==> config.mk <==
export PLATFORM = sky130hd
export DESIGN_NAME = lru_page_replacement
export DESIGN_NICKNAME = d
export VERILOG_FILES = /design/src/design/lrupr_pkg.sv /design/src/design/lrupr_cell.sv /design/src/design/lru_page_replacement.sv
export SDC_FILE = /design/constraint.sdc
export NUM_CORES = 2
export LEC_CHECK = 0
export BUFFER_PORTS_ARGS = -buffer_cell sky130_fd_sc_hd__buf_2
export CAP_MARGIN = 20
export CORE_MARGIN = 3
export CORE_UTILIZATION = 45
export CTS_BUF_LIST = sky130_fd_sc_hd__clkbuf_8 sky130_fd_sc_hd__clkbuf_16
export CTS_CLUSTER_SIZE = 40
export DETAILED_ROUTE_END_ITERATION = 12
export GPL_TIMING_DRIVEN = 0
export PLACE_DENSITY = 0.66
export SLEW_MARGIN = 20
export SYNTH_ARGS = -nofsm -noshare
export SYNTH_HDL_FRONTEND = slang
export SYNTH_SLANG_ARGS = --single-unit
==> constraint.sdc <==
create_clock -name clk -period 9.35 [get_ports clk]
set_input_delay 0.935 -clock clk [delete_from_list [all_inputs] [get_ports clk]]
set_output_delay 0.935 -clock clk [all_outputs]
set_load 0.005 [all_outputs]
==> src/design/lrupr_pkg.sv <==
// ----------------------------------------------------------------------------
// LRU page replacement package
// Shared constants and the structs that travel along the frame cell chain.
// ----------------------------------------------------------------------------
package lrupr_pkg;

	// Table geometry.
	localparam int FRAMES    = 16;
	localparam int PAGE_BITS = 16;
	localparam int IDX_W     = (FRAMES > 1) ? $clog2(FRAMES) : 1;
	localparam int AGE_W     = IDX_W;
	localparam int CFG_W     = 5;
	localparam int FRAME_W   = 4;
	localparam int EVICT_W   = 16;
	localparam int COUNT_W   = 32;

	localparam logic [AGE_W-1:0]   AGE_MAX   = AGE_W'(FRAMES - 1);
	localparam logic [COUNT_W-1:0] COUNT_MAX = '1;
	localparam logic [CFG_W-1:0]   CFG_RESET = CFG_W'(16);

	typedef logic [IDX_W-1:0]     idx_t;
	typedef logic [AGE_W-1:0]     age_t;
	typedef logic [PAGE_BITS-1:0] page_t;

	// Search token that walks the chain, one cell per cycle.
	typedef struct packed {
		logic  valid;
		page_t page;
		logic  last;
		logic  hit;
		idx_t  hit_idx;
		age_t  hit_age;
		logic  empty_found;
		idx_t  empty_idx;
		idx_t  old_idx;
		age_t  old_age;
		page_t old_page;
	} pkt_t;

	// Update broadcast to all cells once the token leaves the chain.
	typedef struct packed {
		logic  en;
		logic  miss;
		idx_t  frame;
		age_t  limit;
		page_t page;
		logic  clear;
	} upd_t;

endpackage

==> src/design/lrupr_cell.sv <==
// ----------------------------------------------------------------------------
// LRU frame cell
// Holds one frame (valid, page, age rank), refines the search token as it
// passes, and applies the broadcast update at the end of a request.
// ----------------------------------------------------------------------------
module lrupr_cell (
	input  logic          clk,
	input  logic          arst_n,
	input  lrupr_pkg::idx_t cell_idx,
	input  logic          in_use,
	input  lrupr_pkg::pkt_t pkt_in,
	input  lrupr_pkg::upd_t upd,
	output lrupr_pkg::pkt_t pkt_q
);
	import lrupr_pkg::*;

	logic  valid_q;
	page_t page_q;
	age_t  age_q;
	pkt_t  pkt_next;
	logic  is_target;
	logic  do_age;

	// Refine the token with this frame's contribution.
	always_comb begin
		pkt_next = pkt_in;
		if (pkt_in.valid && in_use) begin
			if (!pkt_in.hit && valid_q && page_q == pkt_in.page) begin
				pkt_next.hit     = 1'b1;
				pkt_next.hit_idx = cell_idx;
				pkt_next.hit_age = age_q;
			end
			if (!pkt_in.empty_found && !valid_q) begin
				pkt_next.empty_found = 1'b1;
				pkt_next.empty_idx   = cell_idx;
			end
			if (cell_idx == '0 || age_q > pkt_in.old_age) begin
				pkt_next.old_idx  = cell_idx;
				pkt_next.old_age  = age_q;
				pkt_next.old_page = page_q;
			end
		end
	end

	// Token register toward the next cell.
	always_ff @(posedge clk or negedge arst_n) begin
		if (!arst_n) begin
			pkt_q <= '0;
		end else begin
			pkt_q <= pkt_next;
		end
	end

	// Age and fill decisions for the broadcast update.
	assign is_target = upd.en && in_use && (upd.frame == cell_idx);
	assign do_age    = upd.en && in_use && !is_target && valid_q &&
		(upd.miss || age_q < upd.limit) && (age_q != AGE_MAX);

	always_ff @(posedge clk or negedge arst_n) begin
		if (!arst_n) begin
			valid_q <= 1'b0;
			page_q  <= '0;
			age_q   <= '0;
		end else if (upd.en && upd.clear) begin
			valid_q <= 1'b0;
			page_q  <= '0;
			age_q   <= '0;
		end else if (is_target) begin
			age_q <= '0;
			if (upd.miss) begin
				valid_q <= 1'b1;
				page_q  <= upd.page;
			end
		end else if (do_age) begin
			age_q <= age_q + 1'b1;
		end
	end

endmodule

==> src/design/lru_page_replacement.sv <==
// ----------------------------------------------------------------------------
// LRU page replacement
// Fully associative frame table with least-recently-used replacement.
// ----------------------------------------------------------------------------
// Usage:
// A request (page, last_request) is accepted at a rising edge where start is
// high and busy is low. The request then walks a chain of sixteen frame
// cells, one cell per cycle, collecting the hit frame, the first empty frame
// and the oldest frame. When it leaves the last cell, all cells update together
// and the registered result appears for exactly one cycle with result_strobe
// high. The receiver cannot stall; the result is taken in that cycle. busy
// drops during the result cycle, so the next request can be accepted there;
// no new request is taken while one is still in the cell chain.
// The frames_in_use register is written through cfg_valid/cfg_ready; a
// transfer is taken while the block is idle and no request is being started.
// Reset empties all frames, clears the fault count and sets frames_in_use
// to 16. A request with last_request set clears the table and the count
// after its result.
// ----------------------------------------------------------------------------
module lru_page_replacement (
	input  logic                           clk,
	input  logic                           arst_n,
	input  logic                           start,
	output logic                           busy,
	input  logic [lrupr_pkg::PAGE_BITS-1:0] page,
	input  logic                           last_request,
	input  logic                           cfg_valid,
	output logic                           cfg_ready,
	input  logic [lrupr_pkg::CFG_W-1:0]    cfg_data,
	output logic                           result_strobe,
	output logic                           hit,
	output logic [lrupr_pkg::FRAME_W-1:0]  frame,
	output logic                           evicted_valid,
	output logic [lrupr_pkg::EVICT_W-1:0]  evicted_page,
	output logic [lrupr_pkg::COUNT_W-1:0]  fault_count
);
	import lrupr_pkg::*;

	logic [CFG_W-1:0]   cfg_q;
	logic               busy_q;
	logic [COUNT_W-1:0] count_q;
	logic [COUNT_W-1:0] count_next;
	logic               accept;
	logic [FRAMES-1:0]  in_use;
	logic [FRAMES-1:0]  pkt_valids;
	pkt_t               head;
	pkt_t               tail;
	pkt_t               chain [FRAMES];
	upd_t               upd;
	idx_t               sel_frame;
	logic               is_evict;
	int unsigned        n_active;

	assign accept    = start && !busy_q;
	assign busy      = busy_q;
	// A request entering the chain must see one frame limit in every cell.
	assign cfg_ready = !busy_q && !start;

	// Configuration register.
	always_ff @(posedge clk or negedge arst_n) begin
		if (!arst_n) begin
			cfg_q <= CFG_RESET;
		end else if (cfg_valid && cfg_ready) begin
			cfg_q <= cfg_data;
		end
	end

	// Active frame count: zero acts as one, large values clip to the table.
	always_comb begin
		n_active = 32'(cfg_q);
		if (n_active == 0) begin
			n_active = 1;
		end
		if (n_active > FRAMES) begin
			n_active = FRAMES;
		end
	end

	// Fresh token for a newly accepted request.
	always_comb begin
		head       = '0;
		head.valid = accept;
		head.page  = page;
		head.last  = last_request;
	end

	// The cell chain.
	for (genvar j = 0; j < FRAMES; j++) begin : g_cell
		assign in_use[j]     = (j < n_active);
		assign pkt_valids[j] = chain[j].valid;
		lrupr_cell u_cell (
			.clk      (clk),
			.arst_n   (arst_n),
			.cell_idx (IDX_W'(j)),
			.in_use   (in_use[j]),
			.pkt_in   ((j == 0) ? head : chain[(j == 0) ? 0 : j - 1]),
			.upd      (upd),
			.pkt_q    (chain[j])
		);
	end

	assign tail = chain[FRAMES-1];

	// Resolve the target frame and broadcast the update.
	always_comb begin
		is_evict  = !tail.hit && !tail.empty_found;
		sel_frame = tail.hit ? tail.hit_idx :
			(tail.empty_found ? tail.empty_idx : tail.old_idx);
		upd.en    = tail.valid;
		upd.miss  = !tail.hit;
		upd.frame = sel_frame;
		upd.limit = tail.hit_age;
		upd.page  = tail.page;
		upd.clear = tail.last;
		count_next = count_q;
		if (!tail.hit && count_q != COUNT_MAX) begin
			count_next = count_q + 1'b1;
		end
	end

	// Busy flag and fault count.
	always_ff @(posedge clk or negedge arst_n) begin
		if (!arst_n) begin
			busy_q  <= 1'b0;
			count_q <= '0;
		end else begin
			if (accept) begin
				busy_q <= 1'b1;
			end else if (tail.valid) begin
				busy_q <= 1'b0;
			end
			if (tail.valid) begin
				count_q <= tail.last ? '0 : count_next;
			end
		end
	end

	// Result registers.
	always_ff @(posedge clk or negedge arst_n) begin
		if (!arst_n) begin
			result_strobe <= 1'b0;
		end else begin
			result_strobe <= tail.valid;
		end
	end

	always_ff @(posedge clk) begin
		if (tail.valid) begin
			hit           <= tail.hit;
			frame         <= FRAME_W'(sel_frame);
			evicted_valid <= is_evict;
			evicted_page  <= is_evict ? EVICT_W'(tail.old_page) : '0;
			fault_count   <= count_next;
		end
	end

	// Only one request travels the chain at a time.
	a_one_token: assert property (@(posedge clk) disable iff (!arst_n)
		$onehot0(pkt_valids))
		else $error("more than one request token in the cell chain");

	// A token leaving the chain produces a result in the next cycle.
	a_tail_result: assert property (@(posedge clk) disable iff (!arst_n)
		tail.valid |=> result_strobe)
		else $error("result strobe missing after token left the chain");

	// No request is accepted while a token is still in the chain.
	a_no_overlap: assert property (@(posedge clk) disable iff (!arst_n)
		(|pkt_valids) |-> busy_q)
		else $error("block not busy while a request is in flight");

	// An eviction only happens on a fault.
	a_evict_miss: assert property (@(posedge clk) disable iff (!arst_n)
		(result_strobe && evicted_valid) |-> !hit)
		else $error("eviction reported on a hit");

endmodule
* After elaboration in Yosys (flattened, before gate mapping) *
Index checks and enable logic that the tools add are counted.

word-level totals
  output and inout port bits = 57
  input bits = 26
  bits in registers = 1321
  logic and storage cells = 827

cells by class
  $add $sub $neg = 17
  $lt $le $gt $ge = 48
  multiplexer cells = 185
  eq/ne operators = 49
  reductions and logical operators = 296

operators by type and width
  cell                   count
  $mux 38                16
  $mux 16                33
  $mux 24                15
  $eq 16x16->1           16
  $lt 4x32->1 const A    8
  $mux 4                 50
  $logic_and 1x1->1      164
  $mux 9                 16
  $lt 3x32->1 const A    4
  $mux 5                 18
  $logic_not 1->1        65
  $add 4x1->4 const B    16
  $lt 1x32->1 const A    2
  $lt 2x32->1 const A    2
  $lt 4x4->1             16
  $mux 32                2
  $ne 4x4->1 const B     16
  $gt 4x4->1             15
  $reduce_bool 3->1      16
  $mux 1                 35
  $reduce_bool 2->1      17
  $add 32x1->32 const B  1
  $eq 4x4->1 const B     8
  $gt 32x5->1 const B    1
  9 further kinds        43

* Logic depth before layout (Yosys ltp) *
  word-level depth = 15
  depth in mapped cells = 10
  mapped depth without buffers = 7

* Modules after synthesis *
Synthesis repeated with hierarchy kept, for this count alone.

second synthesis, totals
  cell total of the unflattened synthesis = 3872
  area, all modules = 54431.0 µm²

modules (own cells, without submodules)
  module                times used  sequential area each (µm²)  cells an instance  area each (µm²)
  lrupr_cell            16          1926.8                      216                3113.0
  lru_page_replacement  1           2598.7                      416                4623.2

* Worst setup path before layout *
OpenSTA, ideal clock, no wires.

  path kind = register to register
  from = reg g_cell[15].u_cell.pkt_q[55] (netlist bit)
  to = reg g_cell[6].u_cell.page_q[10]
  library setup time = 132 ps
  buffers on the path = 3
  period minus slack after synthesis = 3395 ps
  stages on the path, launching flop included = 9
  path slack = 5955 ps
  required time = 9218 ps
  arrival = 3263 ps
  cells stage by stage = dfrtp_1 buf_2 inv_2 nor4_1 and4_1 buf_2 buf_4 mux2i_1 nor2_1

on the way
  cells in the longest elaborated chain, start to end = 4
  elaborated cells between the ends (all ways) = 7
  classes of those cells = eq/ne (1); mux (1); reduce/logical (5)

RTL lines
  item                            RTL line          source
  start, declared                 lrupr_cell.sv:13  output lrupr_pkg::pkt_t pkt_q
  start signal, assigned          lrupr_cell.sv:50  pkt_q <= pkt_next;
  $logic_and 1x1->1 (2 in a row)  lrupr_cell.sv:55  assign is_target = upd.en && in_use && (upd.frame == cell_idx);
  $reduce_bool 2->1 (no line)     n/a
  $reduce_and 2->1 (no line)      n/a
  end signal, assigned            lrupr_cell.sv:72  page_q <= upd.page;
  end, declared                   lrupr_cell.sv:18  page_t page_q;

Several ways; a longest one is shown, not always the timed one.
A chain may end at the register's enable or synchronous reset.

* Worst setup path after layout *
  from = reg g_cell[15].u_cell.pkt_q[38] (netlist bit)
  to = reg g_cell[12].u_cell.page_q[1]

on the way
  cells in the longest elaborated chain, start to end = 3
  elaborated cells between the ends (all ways) = 5
  classes of those cells = eq/ne (1); mux (1); reduce/logical (3)

RTL lines
  item                                                       RTL line          source
  $logic_and 1x1->1 *                                        lrupr_cell.sv:64  end else if (upd.en && upd.clear) begin
  $ne 2x2->1 (no line) or $reduce_bool 2->1 (tied branches)  n/a
  $reduce_and 2->1 (no line)                                 n/a
  end signal, assigned                                       lrupr_cell.sv:72
  end, declared                                              lrupr_cell.sv:18

Every way passes the cells marked *; elsewhere a longest branch is shown, timed or not.

==> impl_metrics.json <==
{
  "criticalPathCategory": "flop to flop",
  "ff2ff_setup_slack_ns": 4.89,
  "slowest_stage": "nor2_1",
  "gp_congestion": 0.919,
  "synth.area.mux_share_pct": 10.3,
  "worstPathRequired_ns": 9.88,
  "synth_common_cells": "1221 x dfrtp_1, 355 x mux2_2, 168 x nand3_1",
  "p_leak_uw": 0.0279,
  "switching_power_uw": 4800,
  "vias": 33337,
  "yosys.area.top_type_share_pct": 57.8,
  "cp_max_fo": 10,
  "skew_ns": 0.0238,
  "place_ws_ns": 4.92,
  "cts_sinks": 1276,
  "drt-total-wl_um": 143000,
  "synthesis.area_um2": 52900,
  "antenna_left": 0,
  "synth_top_family_by_area": "simple AND/OR/NAND/NOR gates",
  "seq_power_share_pct": 46.6,
  "die_w_um": 349,
  "synth-seq-cells": 1276,
  "cts-root-buf": "clkbuf_16",
  "grt-ovfl-total": 0,
  "core-area_um2": 116000,
  "io_buffers": 82,
  "combPwrFrac_pct": 21.1,
  "placed_area_um2": 55600,
  "yosysMostFrequentCell": "dfrtp_1",
  "dr.first_iter.drc_count": 2740,
  "cts_resized": 0,
  "crit_chain": "clkbuf_1, clkinv_1, nor2_1, clkbuf_1, clkbuf_1, nor2_1",
  "grt_busiest_layer": "met2",
  "p_per_area_nw_per_um2": 259,
  "grt_pass1_wl_um": 215000,
  "synth_edf_count": 54,
  "hold_viol": 0,
  "via_per_inst": 5.57,
  "synth_top_area_cell": "dfrtp_1",
  "ios": 83,
  "firstDrtPassIters": 5,
  "first_global_vias": 34103,
  "min_path_type": "input port to async pin",
  "post-route-period-util_pct": 47.7,
  "use_met3_pct": 4.14,
  "hold_buffers": 0,
  "reg2reg_depth": 6,
  "synth.distinct_cells": 86,
  "worst_slew_margin_rel_pct": 18.5,
  "rsz0062_at_grt": "no",
  "areaGrowthSynthToFinish_pct": 12.9,
  "insertion_delay_ns": 0.71,
  "synth_compound_area_share_pct": 7.73,
  "clk_path_buf_depth": 3,
  "async_flop_share_pct": 95.8,
  "worst_setup_path_end_kind": "flop",
  "hpwl_um": 108000,
  "synth-simple-area-share_pct": 10.8,
  "reg2reg_from": "g_cell[15].u_cell.pkt_q[38]",
  "die_y_um": 349,
  "drt-wirelength-per-cell_um": 23.9,
  "p_clk_share_pct": 32.4,
  "avgSynthCellArea_um2": 12.8,
  "htree_levels": 4,
  "synth_xor_area_share_pct": 4.70,
  "synth_ff_type": "dfrtp_1",
  "synth_seq_area_share_pct": 60.9,
  "cp.arrival_ns": 4.99,
  "drc": 0,
  "status": "completed",
  "synth-adder-area-share_pct": 2.96,
  "layout_setup_ws_ns": 4.89,
  "final_area_um2": 59700,
  "crit_buf_inv": 4,
  "slew_violations": 0,
  "cpPeakStageDelay_ns": 1.00,
  "cts_tree": "built",
  "fmax_ghz": 0.224,
  "ys_warn_count": 0,
  "dieArea_um2": 122000,
  "irDropWorstVdd_mv": 0.176,
  "grt_start_max_net_pins": 147,
  "cts_buffers": 131,
  "p_int_uw": 10700,
  "syn-num-nets": 4281,
  "initial_core_util_pct": 45.4,
  "clk_pin_slew_ns": 0.06,
  "setup_violations": 0,
  "path_delay_family": "buffers and inverters",
  "post-route-util_pct": 51.3,
  "finalNetCount": 4509,
  "crit_top_cell": "clkbuf_1",
  "antenna_found_initial": 6,
  "maxCapViolations": 0,
  "swShare_pct": 31.0,
  "tightest_slew_ns": 1.21,
  "fin_setup_tns_ns": 0,
  "cts_setup_buffers": 0,
  "use_met2_pct": 37.7,
  "fin_crit_ns": 4.46,
  "syn_inst": 4130,
  "grtUsageMet1_pct": 32.4,
  "rr_endpoint": "g_cell[12].u_cell.page_q[1]",
  "yosys-top-cells-area": "dfrtp_1 58%, mux2_2 7.6%, edfxtp_1 3.1%",
  "grt_use_total_pct": 23.6,
  "rows": 125,
  "cp-start-kind": "flop",
  "drive_above_1_share_pct": 19.2
}
[worst register-to-register path: stages (launching register included)]
cell	delay, ns
dfrtp_1	0.32
clkbuf_1	0.65
clkinv_1	0.66
nor2_1	1.00
clkbuf_1	0.65
clkbuf_1	0.87
nor2_1	0.13
[metrics by stage]
| stage | power, uW | cells | hold WS, ns |
|---|---|---|---|
| 3_3_place_gp | 10400 | 5736 | 0.335 |
| 3_5_place_dp | 10500 | 5749 | 0.335 |
| 4_1_cts | 15500 | 5982 | 0.224 |
| 5_1_grt | 16200 | 5982 | 0.248 |
| 2_1_floorplan | 9160 | 4130 | 0.331 |
| 6_report | 15500 | 5985 | 0.215 |
[flip-flops by register name, indices dropped and copies added, names as in the netlist]
name                   count
g_cell.u_cell.valid_q     16
hit                        1
g_cell.u_cell.page_q     256
result_strobe              1
count_q                   32
evicted_valid              1
g_cell.u_cell.pkt_q      847
frame                      4
g_cell.u_cell.age_q       64
evicted_page              16
fault_count               32
busy                       1
cfg_q                      5
[worst max path at each step]
stage	from	to	depth (start not counted)
final	g_cell[15].u_cell.pkt_q[38]	g_cell[12].u_cell.page_q[1]	6
after global routing	g_cell[15].u_cell.pkt_q[38]	g_cell[4].u_cell.page_q[10]	6
after CTS	g_cell[15].u_cell.pkt_q[38]	g_cell[0].u_cell.valid_q	6
after detailed placement	g_cell[15].u_cell.pkt_q[38]	g_cell[5].u_cell.valid_q	6
after global placement	arst_n	g_cell[0].u_cell.pkt_q[50]	1
after floorplan	g_cell[15].u_cell.pkt_q[55]	g_cell[6].u_cell.page_q[10]	8
[power groups by stage]
stage	clock [uW]	combinational, uW	sequential (uW)
4_1_cts	5090	3230	7210
3_3_place_gp	0	3100	7310
2_1_floorplan	0	2070	7090
6_report	5010	3260	7210
3_5_place_dp	0	3200	7300
5_1_grt	5330	3510	7320
[per-layer routing]
layer,part of all wire (%),up-vias
met5,0,-
met4,3.8,0
met3,5.9,301
met2,47,1085
met1,44,16842
li1,-,15109
[cells in the final DEF, fill, tap and decap left out, types with 43 or more instances in the layout]
cell type,n
a21oi_1,123
and2_1,64
buf_2,143
clkbuf_1,130
clkbuf_16,135
dfrtp_1,1220
edfxtp_1,54
ha_1,125
inv_1,133
mux2_2,355
mux2i_1,141
nand2_1,160
nand3_1,168
nand4_1,75
nor2_1,160
nor2b_1,68
o21ai_0,144
or2_2,67
or4_1,43
xnor2_1,126
xor2_1,158
[cell families after synthesis]
logic type	count (synthesis)
AND/OR/NAND/NOR	1029
multiplexers	500
buffers and inverters	322
AO/OA/AOI/OAI	594
flip-flops	1276
XOR/XNOR	284
adder cells (fa/ha/maj)	125
[final cells by class]
type / count / area, um^2
diodes: 3 / 7.51
inverters: 110 / 413
well taps: 1524 / 1910
clock inverters: 74 / 430
plain buffers: 212 / 961
fillers: 10108 / 56600
repair buffers: 95 / 724
clock buffers: 159 / 3710
multi-input cells: 2532 / 19400
flip-flops and latches: 1276 / 32200
(Power assumes the default switching activity.)
